===== src/sv/assert_macros.svh =====
// assertion macros used by the rtl
`ifndef ASSERT_MACROS_SVH
`define ASSERT_MACROS_SVH
`ifndef ASSERT_OFF
// same-cycle implication
`define WCF_ASSERT_IMP(name, clk, rst, ante, cons) \
   name: assert property (@(posedge clk) disable iff (rst) (ante) |-> (cons)) \
      else $error("assertion failed");
// next-cycle implication
`define WCF_ASSERT_NXT(name, clk, rst, ante, cons) \
   name: assert property (@(posedge clk) disable iff (rst) (ante) |=> (cons)) \
      else $error("assertion failed");
`else
`define WCF_ASSERT_IMP(name, clk, rst, ante, cons)
`define WCF_ASSERT_NXT(name, clk, rst, ante, cons)
`endif
`endif


===== src/sv/wcf_pkg.sv =====
// types and codes for the word concatenation finder
`default_nettype none
package wcf_pkg;
   typedef enum logic [3:0] {
      ST_IDLE,
      ST_NK_RD,
      ST_NK_KEY,
      ST_LK_RD,
      ST_LK_CMP,
      ST_START,
      ST_CHK_INIT,
      ST_CK_RD,
      ST_CK_USE,
      ST_PUSH
   } wcf_state_type;

   typedef enum logic {
      MODE_NEED,
      MODE_TAG
   } wcf_mode_type;

   localparam logic REQ_LOAD = 1'b0;
   localparam logic REQ_TEXT = 1'b1;

   localparam logic [1:0] CSR_WORD_LEN   = 2'd0;
   localparam logic [1:0] CSR_WORD_COUNT = 2'd1;
endpackage
`default_nettype wire


===== src/sv/word_concatenation_finder.sv =====
// word concatenation finder top level
//
//  channel  | direction | handshake           | payload
//  req_     | in        | req_valid/req_ready | type, word slot/value, text byte/first
//  rsp_     | out       | rsp_valid/rsp_ready | match_start
//  csr_     | in        | csr_valid/csr_ready | index, data
//
// one request at a time
// a text byte takes a tag lookup (one table read and compare per slot) plus a
//   window check (one segment memory read per word), both paced by the single
//   read port of each memory
// a first byte also counts the needed words before its own lookup
// reset is synchronous; table and segment memories need no clearing
// a match waits in the output register; a new request is taken while it waits
`default_nettype none
`include "assert_macros.svh"
module word_concatenation_finder
   import wcf_pkg::*;
#(
   parameter int MAX_WORDS    = 16,
   parameter int MAX_WORD_LEN = 8,
   parameter int POS_BITS     = 16
) (
   input  wire logic        clock,
   input  wire logic        reset,
   input  wire logic        req_valid,
   output logic             req_ready,
   input  wire logic        req_type,
   input  wire logic [3:0]  req_word_slot,
   input  wire logic [63:0] req_word_value,
   input  wire logic [7:0]  req_text_byte,
   input  wire logic        req_text_first,
   output logic             rsp_valid,
   input  wire logic        rsp_ready,
   output logic [15:0]      rsp_match_start,
   input  wire logic        csr_valid,
   output logic             csr_ready,
   input  wire logic [1:0]  csr_index,
   input  wire logic [7:0]  csr_data
);
   localparam int DEPTH     = MAX_WORDS * MAX_WORD_LEN;
   localparam int SLOT_BITS = (MAX_WORDS > 1) ? $clog2(MAX_WORDS) : 1;
   localparam int CNT_BITS  = $clog2(MAX_WORDS + 1);
   localparam int SEG_BITS  = (DEPTH > 1) ? $clog2(DEPTH) : 1;

   // state machine and control
   wcf_state_type state_ff, state_in;
   wcf_mode_type  mode_ff, mode_in;
   logic [SLOT_BITS-1:0] j_ff, j_in, k_ff, k_in, m_ff, m_in;
   logic [63:0] key_ff, key_in;
   logic [7:0]  byte_ff, byte_in;
   logic [63:0] recent_ff, recent_in;
   logic [POS_BITS-1:0] pos_ff, pos_in, p_ff, p_in;
   logic [SEG_BITS-1:0] wp_ff, wp_in, ck_addr_ff, ck_addr_in;
   logic [CNT_BITS-1:0] needed_ff [MAX_WORDS];
   logic [CNT_BITS-1:0] needed_in [MAX_WORDS];
   logic [CNT_BITS-1:0] seen_ff [MAX_WORDS];
   logic [CNT_BITS-1:0] seen_in [MAX_WORDS];
   logic        rsp_valid_ff, rsp_valid_in;
   logic [15:0] match_ff, match_in;
   logic [3:0]  cfg_len_ff, cfg_len_in;
   logic [4:0]  cfg_cnt_ff, cfg_cnt_in;

   // memories
   logic [63:0]         tbl_mem [MAX_WORDS];
   logic [63:0]         tbl_q;
   logic [SLOT_BITS-1:0] tbl_rd_addr;
   logic [CNT_BITS-1:0] seg_mem [DEPTH];
   logic [CNT_BITS-1:0] seg_q;
   logic                seg_we;
   logic [CNT_BITS-1:0] seg_wdata;

   // derived values
   logic [3:0]          eff_len;
   logic [CNT_BITS-1:0] eff_cnt;
   logic [SLOT_BITS-1:0] last_slot;
   logic [63:0]         mask;
   logic                hit;
   logic [63:0]         recent_new;
   logic [6:0]          shift;
   logic [POS_BITS:0]   p_plus, pos_plus;
   logic [11:0]         total;
   logic                window_ok, tag_ok, saturated;
   logic [POS_BITS-1:0] start;
   logic [31:0]         start_wide;
   logic                id_bad, over;
   logic [SLOT_BITS-1:0] idx;
   logic [SEG_BITS:0]   addr_ext, addr_step;
   logic [SLOT_BITS-1:0] load_slot;
   logic                req_acc, push_ok;

   assign req_acc = req_valid && req_ready;
   assign load_slot = SLOT_BITS'(32'(req_word_slot) % MAX_WORDS);
   assign push_ok = !rsp_valid_ff || rsp_ready;

   // out-of-range registers clamp to the legal span
   always_comb begin
      if (cfg_len_ff == 4'd0) begin
         eff_len = 4'd1;
      end else if (32'(cfg_len_ff) > MAX_WORD_LEN) begin
         eff_len = 4'(MAX_WORD_LEN);
      end else begin
         eff_len = cfg_len_ff;
      end
      if (cfg_cnt_ff == 5'd0) begin
         eff_cnt = CNT_BITS'(1);
      end else if (32'(cfg_cnt_ff) > MAX_WORDS) begin
         eff_cnt = CNT_BITS'(MAX_WORDS);
      end else begin
         eff_cnt = CNT_BITS'(cfg_cnt_ff);
      end
   end
   assign last_slot = SLOT_BITS'(eff_cnt - CNT_BITS'(1));

   // only the low word_len bytes take part in a compare
   always_comb begin
      for (int b = 0; b < 8; b++) begin
         mask[8*b +: 8] = (4'(b) < eff_len) ? 8'hFF : 8'h00;
      end
   end
   assign hit = (tbl_q & mask) == (key_ff & mask);

   // newest byte enters at the top; the word ending here sits in the top bytes
   assign recent_new = {byte_ff, recent_ff[63:8]};
   assign shift      = 7'd64 - {eff_len[3:0], 3'b000};
   assign pos_plus   = {1'b0, pos_ff} + (POS_BITS+1)'(1);
   assign p_plus     = {1'b0, p_ff} + (POS_BITS+1)'(1);
   assign saturated  = pos_ff == {POS_BITS{1'b1}};
   assign tag_ok     = pos_plus >= (POS_BITS+1)'(eff_len);
   assign total      = 12'(eff_len) * 12'(eff_cnt);
   assign window_ok  = 33'(p_plus) >= 33'(total);
   assign start      = POS_BITS'(p_plus - (POS_BITS+1)'(total));
   assign start_wide = 32'(start);

   // window check on the segment just read
   assign id_bad = seg_q >= CNT_BITS'(MAX_WORDS);
   assign idx    = SLOT_BITS'(seg_q);
   assign over   = id_bad ? 1'b1 : (seen_ff[idx] >= needed_ff[idx]);

   // step back one word in the circular segment memory
   always_comb begin
      addr_ext = {1'b0, ck_addr_ff};
      if (addr_ext >= (SEG_BITS+1)'(eff_len)) begin
         addr_step = addr_ext - (SEG_BITS+1)'(eff_len);
      end else begin
         addr_step = addr_ext + (SEG_BITS+1)'(DEPTH) - (SEG_BITS+1)'(eff_len);
      end
   end

   // next state
   always_comb begin
      state_in = state_ff;
      case (state_ff)
         ST_IDLE: begin
            if (req_acc && req_type == REQ_TEXT) begin
               state_in = req_text_first ? ST_NK_RD : ST_START;
            end
         end
         ST_NK_RD:  state_in = ST_NK_KEY;
         ST_NK_KEY: state_in = ST_LK_RD;
         ST_LK_RD:  state_in = ST_LK_CMP;
         ST_LK_CMP: begin
            if (hit || j_ff == last_slot) begin
               if (mode_ff == MODE_TAG) begin
                  state_in = ST_CHK_INIT;
               end else if (k_ff == last_slot) begin
                  state_in = ST_START;
               end else begin
                  state_in = ST_NK_RD;
               end
            end else begin
               state_in = ST_LK_RD;
            end
         end
         ST_START: begin
            if (saturated) begin
               state_in = ST_IDLE;
            end else if (tag_ok) begin
               state_in = ST_LK_RD;
            end else begin
               state_in = ST_CHK_INIT;
            end
         end
         ST_CHK_INIT: state_in = window_ok ? ST_CK_RD : ST_IDLE;
         ST_CK_RD:    state_in = ST_CK_USE;
         ST_CK_USE: begin
            if (over) begin
               state_in = ST_IDLE;
            end else if (m_ff == last_slot) begin
               state_in = ST_PUSH;
            end else begin
               state_in = ST_CK_RD;
            end
         end
         ST_PUSH: state_in = push_ok ? ST_IDLE : ST_PUSH;
         default: state_in = ST_IDLE;
      endcase
   end

   // datapath next values
   always_comb begin
      mode_in    = mode_ff;
      j_in       = j_ff;
      k_in       = k_ff;
      m_in       = m_ff;
      key_in     = key_ff;
      byte_in    = byte_ff;
      recent_in  = recent_ff;
      pos_in     = pos_ff;
      p_in       = p_ff;
      wp_in      = wp_ff;
      ck_addr_in = ck_addr_ff;
      needed_in  = needed_ff;
      seen_in    = seen_ff;
      match_in   = match_ff;
      rsp_valid_in = rsp_valid_ff && !rsp_ready;
      seg_we     = 1'b0;
      seg_wdata  = CNT_BITS'(MAX_WORDS);
      tbl_rd_addr = (state_ff == ST_NK_RD) ? k_ff : j_ff;
      cfg_len_in = cfg_len_ff;
      cfg_cnt_in = cfg_cnt_ff;
      if (csr_valid) begin
         case (csr_index)
            CSR_WORD_LEN:   cfg_len_in = csr_data[3:0];
            CSR_WORD_COUNT: cfg_cnt_in = csr_data[4:0];
            default: ;
         endcase
      end
      case (state_ff)
         ST_IDLE: begin
            if (req_acc && req_type == REQ_TEXT) begin
               byte_in = req_text_byte;
               if (req_text_first) begin
                  pos_in    = '0;
                  recent_in = '0;
                  wp_in     = '0;
                  k_in      = '0;
                  for (int i = 0; i < MAX_WORDS; i++) begin
                     needed_in[i] = '0;
                  end
               end
            end
         end
         ST_NK_KEY: begin
            key_in  = tbl_q;
            j_in    = '0;
            mode_in = MODE_NEED;
         end
         ST_LK_CMP: begin
            if (hit || j_ff == last_slot) begin
               if (mode_ff == MODE_TAG) begin
                  seg_we    = 1'b1;
                  seg_wdata = hit ? CNT_BITS'(j_ff) : CNT_BITS'(MAX_WORDS);
               end else begin
                  if (hit) begin
                     needed_in[j_ff] = needed_ff[j_ff] + CNT_BITS'(1);
                  end
                  k_in = k_ff + SLOT_BITS'(1);
               end
            end else begin
               j_in = j_ff + SLOT_BITS'(1);
            end
         end
         ST_START: begin
            if (!saturated) begin
               p_in      = pos_ff;
               pos_in    = POS_BITS'(pos_plus);
               recent_in = recent_new;
               if (tag_ok) begin
                  key_in  = recent_new >> shift;
                  j_in    = '0;
                  mode_in = MODE_TAG;
               end else begin
                  seg_we    = 1'b1;
                  seg_wdata = CNT_BITS'(MAX_WORDS);
               end
            end
         end
         ST_CHK_INIT: begin
            ck_addr_in = wp_ff;
            wp_in = (32'(wp_ff) == DEPTH - 1) ? '0 : wp_ff + SEG_BITS'(1);
            m_in = '0;
            for (int i = 0; i < MAX_WORDS; i++) begin
               seen_in[i] = '0;
            end
         end
         ST_CK_USE: begin
            if (!over) begin
               seen_in[idx] = seen_ff[idx] + CNT_BITS'(1);
               m_in       = m_ff + SLOT_BITS'(1);
               ck_addr_in = SEG_BITS'(addr_step);
            end
         end
         ST_PUSH: begin
            if (push_ok) begin
               rsp_valid_in = 1'b1;
               match_in     = start_wide[15:0];
            end
         end
         default: ;
      endcase
   end

   // outputs
   always_comb begin
      req_ready       = state_ff == ST_IDLE;
      rsp_valid       = rsp_valid_ff;
      rsp_match_start = match_ff;
      csr_ready       = 1'b1;
   end

   // memories: one write and one registered read each
   always_ff @(posedge clock) begin
      if (req_acc && req_type == REQ_LOAD) begin
         tbl_mem[load_slot] <= req_word_value;
      end
      tbl_q <= tbl_mem[tbl_rd_addr];
   end

   always_ff @(posedge clock) begin
      if (seg_we) begin
         seg_mem[wp_ff] <= seg_wdata;
      end
      seg_q <= seg_mem[ck_addr_ff];
   end

   // registers
   always_ff @(posedge clock) begin
      if (reset) begin
         state_ff     <= ST_IDLE;
         rsp_valid_ff <= 1'b0;
         pos_ff       <= '0;
         recent_ff    <= '0;
         wp_ff        <= '0;
         cfg_len_ff   <= 4'd1;
         cfg_cnt_ff   <= 5'd1;
         for (int i = 0; i < MAX_WORDS; i++) begin
            needed_ff[i] <= '0;
            seen_ff[i]   <= '0;
         end
      end else begin
         state_ff     <= state_in;
         rsp_valid_ff <= rsp_valid_in;
         pos_ff       <= pos_in;
         recent_ff    <= recent_in;
         wp_ff        <= wp_in;
         cfg_len_ff   <= cfg_len_in;
         cfg_cnt_ff   <= cfg_cnt_in;
         needed_ff    <= needed_in;
         seen_ff      <= seen_in;
      end
   end

   always_ff @(posedge clock) begin
      mode_ff    <= mode_in;
      j_ff       <= j_in;
      k_ff       <= k_in;
      m_ff       <= m_in;
      key_ff     <= key_in;
      byte_ff    <= byte_in;
      p_ff       <= p_in;
      ck_addr_ff <= ck_addr_in;
      match_ff   <= match_in;
   end

   // checks
   `WCF_ASSERT_IMP(a_check_bound, clock, reset, state_ff == ST_CK_USE, m_ff <= last_slot)
   `WCF_ASSERT_NXT(a_push_loads, clock, reset, state_ff == ST_PUSH && push_ok, rsp_valid_ff)
   `WCF_ASSERT_IMP(a_wp_range, clock, reset, 1'b1, 32'(wp_ff) < DEPTH)
endmodule
`default_nettype wire


===== config.mk =====
export PLATFORM = sky130hd
export DESIGN_NAME = word_concatenation_finder
export DESIGN_NICKNAME = d
export VERILOG_FILES = /design/src/sv/wcf_pkg.sv /design/src/sv/word_concatenation_finder.sv
export VERILOG_INCLUDE_DIRS = /design/src /design/src/sv
export SDC_FILE = /design/constraint.sdc
export NUM_CORES = 2
export LEC_CHECK = 0
export ABC_AREA = 1
export BUFFER_PORTS_ARGS = -buffer_cell sky130_fd_sc_hd__buf_2
export CELL_PAD_IN_SITES_DETAIL_PLACEMENT = 1
export CELL_PAD_IN_SITES_GLOBAL_PLACEMENT = 2
export CORE_ASPECT_RATIO = 1.2
export CORE_MARGIN = 3
export CORE_UTILIZATION = 35
export CTS_CLUSTER_SIZE = 28
export DETAILED_ROUTE_END_ITERATION = 12
export GPL_ROUTABILITY_DRIVEN = 1
export PLACE_DENSITY_LB_ADDON = 0.1
export SETUP_SLACK_MARGIN = 0.02
export SYNTH_ARGS = -nofsm -noshare
export SYNTH_HDL_FRONTEND = slang
export SYNTH_SLANG_ARGS = --single-unit

===== constraint.sdc =====
create_clock -name clock -period 9.35 [get_ports clock]
set_clock_uncertainty 0.15 [all_clocks]
set_input_delay 0 -clock clock [delete_from_list [all_inputs] [get_ports clock]]
set_output_delay 0 -clock clock [all_outputs]
set_load 0.02 [all_outputs]

==> qor.json <==
{
  "crit_path_max_delay_family": {"value": "adder cells"},
  "rsz_0062_raised_after_global_routing": {"value": "no"},
  "synthFlopType": {"value": "sky130_fd_sc_hd__edfxtp_1"},
  "grt_remaining_overflow": {"value": 0},
  "initial_utilization": {"value": 35.3, "unit": "%"},
  "maxCapViolations": {"value": 0},
  "clock.fmax": {"value": 0.155, "unit": "GHz"},
  "critPathMaxFanout": {"value": 20},
  "placement_rows": {"value": 201},
  "nNetsFinal": {"value": 8180},
  "crit_path_start_kind": {"value": "flop"},
  "synth_area": {"value": 0.0884, "unit": "mm^2"},
  "drtAntennaViolNets": {"value": 0},
  "holdCritPathClass": {"value": "in2reg"},
  "tritoncts.num_buffers": {"value": 232},
  "routed_wirelength": {"value": 294000, "unit": "um"},
  "slew-limit-headroom": {"value": 22.1, "unit": "%"},
  "antenna_found_initial": {"value": 23},
  "io_pins": {"value": 112},
  "fp.coreArea": {"value": 0.250, "unit": "mm^2"},
  "wire_length_of_the_first_global_routing_pass": {"value": 435000, "unit": "um"},
  "cts_buffer_depth": {"value": 4},
  "gr-usage-all-layers": {"value": 22.2, "unit": "%"},
  "post-route-min-period": {"value": 6.44, "unit": "ns"},
  "outcome": {"value": "finished, final reports clean"},
  "cts_tree": {"value": "done"},
  "die-area": {"value": 0.259, "unit": "mm^2"},
  "dpl.hpwl": {"value": 166000, "unit": "um"},
  "postSynthNetCount": {"value": 8074},
  "post_synth_inst_count": {"value": 7924},
  "p_leak": {"value": 32.0, "unit": "nW"},
  "postSynthRegisterBits": {"value": 2110},
  "stdcell_area": {"value": 0.101, "unit": "mm^2"},
  "buffers_added_on_ports": {"value": 107},
  "path_class": {"value": "reg2reg"},
  "post_cts_repair_setup_buffers": {"value": 0},
  "path_buf_inv": {"value": 4},
  "power.ir.vdd_worst": {"value": 0.258, "unit": "mV"},
  "drt_first_pass_iters": {"value": 5},
  "placer_congestion": {"value": 0.766},
  "final_max_slew_viol_count": {"value": 0},
  "root_buffer": {"value": "sky130_fd_sc_hd__clkbuf_16"},
  "htreeDepth": {"value": 4},
  "cts.reportedPaths.clkPinSlew": {"value": 0.06, "unit": "ns"},
  "vias_per_cell": {"value": 5.38},
  "synth_enable_flop_cells": {"value": 1788},
  "final.hold.worst_slack": {"value": 0.137, "unit": "ns"},
  "netlist.top_cell.by_area": {"value": "sky130_fd_sc_hd__edfxtp_1"},
  "crit_required": {"value": 9.93, "unit": "ns"},
  "critical_path_arrival": {"value": 7.02, "unit": "ns"},
  "die_h": {"value": 557, "unit": "um"},
  "layout-drive-gt1-share": {"value": 8.15, "unit": "%"},
  "post_synth.cell_area_avg": {"value": 11.2, "unit": "um^2"},
  "detailedPlace.worstSlack": {"value": 2.78, "unit": "ns"},
  "synth_area_leaders": {"value": "sky130_fd_sc_hd__edfxtp_1, sky130_fd_sc_hd__dfxtp_1, sky130_fd_sc_hd__o21ai_0"},
  "worst_pin_slew": {"value": 1.17, "unit": "ns"},
  "drc": {"value": 0},
  "sequential_cell_area_fraction_in_the_yosys_report": {"value": 68.0, "unit": "%"},
  "wl_per_cell": {"value": 25.4, "unit": "um"},
  "post-synth-top-area-fraction": {"value": 60.7, "unit": "%"},
  "cp_max_stage_cell": {"value": "sky130_fd_sc_hd__dfxtp_1"},
  "setup_slack": {"value": 2.91, "unit": "ns"},
  "synthDistinctLibCells": {"value": 50},
  "drt_first_iter_violations": {"value": 4260},
  "cpPeakStageDelay": {"value": 0.92, "unit": "ns"},
  "grt_pass1_vias": {"value": 65672},
  "setup_tns": {"value": 0, "unit": "ns"},
  "syn2layout_area_growth": {"value": 14.7, "unit": "%"},
  "power_density": {"value": 265, "unit": "mW/mm^2"},
  "crit_path_frequent_cell": {"value": "sky130_fd_sc_hd__nor2_1"},
  "via_count": {"value": 62337},
  "post_route_fraction_of_the_period_consumed_by_the_critical_path": {"value": 68.9, "unit": "%"},
  "grt_start_max_net_pins": {"value": 179},
  "yosys_warnings": {"value": 0},
  "worst_setup_path_end_kind": {"value": "flop"},
  "numClockSinks": {"value": 2110},
  "timing_hold_violations_final": {"value": 0},
  "utilization_of_the_core_after_routing": {"value": 40.5, "unit": "%"},
  "setup_violations": {"value": 0},
  "synth_async_sr_flop_share": {"value": 0, "unit": "%"},
  "dpl-instance-area": {"value": 0.0922, "unit": "mm^2"},
  "synthMostInstantiatedCell": {"value": "sky130_fd_sc_hd__edfxtp_1"},
  "fp.dieW": {"value": 465, "unit": "um"},
  "synth.top_cells.by_count": {"value": "sky130_fd_sc_hd__edfxtp_1, sky130_fd_sc_hd__nor2_1, sky130_fd_sc_hd__nand2_1"},
  "clkLatencyLatePin": {"value": 0.89, "unit": "ns"}
}
## final timing paths
check / from / end / slack, ns / cells after the start
worst max-delay path: cfg_len_ff[3] / state_ff[1] / 2.91 / 25
worst min-delay path: csr_valid / cfg_len_ff[2] / 0.14 / 6
worst max register to register: cfg_len_ff[3] / state_ff[1] / 2.91 / 25
worst min register to register: seen_ff[26] / seen_ff[26] / 0.32 / 2
## report_power, final
part	switching, mW	internal, mW	leakage [nW]	total (mW)
sequential	0.392	10.6	18.0	11.0
clock	3.79	5.27	3.65	9.06
combinational	5.05	1.73	10.4	6.77
total	9.23	17.6	32.0	26.8
## layout make-up
type                    instances  area [um^2]
flip-flops and latches       2110        60100
repair buffers                404         3370
well taps                    3349         4190
fillers                     26824       149000
inverters                     223          872
clock inverters               107          968
clock buffers                 316         6450
diodes                         10         25.0
multi-input cells            5059        25400
## kinds of logic (layout without fill, tap and decap cells)
| group | count (synthesis) | after routing | synth area share (%) |
|---|---|---|---|
| xor gates and xnor gates | 100 | 100 | 0.991 |
| DFF | 2110 | 2110 | 68.0 |
| other | 1 | 11 | 0.00424 |
| and+or+nand+nor | 2838 | 2838 | 13.0 |
| adders and majority gates | 57 | 57 | 0.875 |
| AOI/OAI and AO/OA | 2063 | 2063 | 13.6 |
| buffers and inverters | 755 | 1050 | 3.58 |
## through the flow
stage	std cells	total power, mW
floorplan	7924	15.2
global placement	10965	17.9
detailed placement	10965	18.0
CTS	11568	27.2
global route	11573	28.2
finish	11578	26.8
## cells in the final DEF (no fill, tap or decap), types with 90 or more instances in the layout
cell type / n
sky130_fd_sc_hd__o221ai_1: 235
sky130_fd_sc_hd__inv_1: 191
sky130_fd_sc_hd__buf_2: 106
sky130_fd_sc_hd__nand2_1: 1132
sky130_fd_sc_hd__o21ai_0: 999
sky130_fd_sc_hd__dlygate4sd3_1: 180
sky130_fd_sc_hd__clkbuf_16: 235
sky130_fd_sc_hd__nand3_1: 212
sky130_fd_sc_hd__dfxtp_1: 322
sky130_fd_sc_hd__o21ai_1: 90
sky130_fd_sc_hd__edfxtp_1: 1788
sky130_fd_sc_hd__o211ai_1: 96
sky130_fd_sc_hd__o22ai_1: 235
sky130_fd_sc_hd__buf_4: 105
sky130_fd_sc_hd__nor2_1: 1255
sky130_fd_sc_hd__a21oi_1: 300
sky130_fd_sc_hd__nand4_1: 103
## tightest hold or removal path, cell delays in order
cell and delay, ns:
sky130_fd_sc_hd__buf_2 0.11, sky130_fd_sc_hd__inv_1 0.05, sky130_fd_sc_hd__nor3_1 0.14, sky130_fd_sc_hd__o21ai_0 0.21, sky130_fd_sc_hd__nor2_1 0.05, sky130_fd_sc_hd__dlygate4sd3_1 0.54
## registers in the layout (all words and copies together) (netlist names), 8 cells and up
register / flops
tbl_mem: 1024
seg_mem: 640
needed_ff: 80
seen_ff: 80
key_ff: 64
tbl_q: 64
recent_ff: 56
p_ff: 16
pos_ff: 16
rsp_match_start: 16
byte_ff: 8
## layer usage
| layer | part of all wire, % | track usage (%) | vias up |
|---|---|---|---|
| li1 | - | - | 28885 |
| met1 | 44 | 28.5 | 32060 |
| met2 | 51 | 40.0 | 1000 |
| met3 | 3.2 | 2.26 | 378 |
| met4 | 2.0 | 4.96 | 14 |
| met5 | 0.031 | 0 | - |
## timing repair
action,CTS,global route
hold buffers,180,0
resized for setup,0,0
setup endpoints to repair,0,0
endpoints found under the hold margin,1361,0
(Power assumes the default switching activity.)
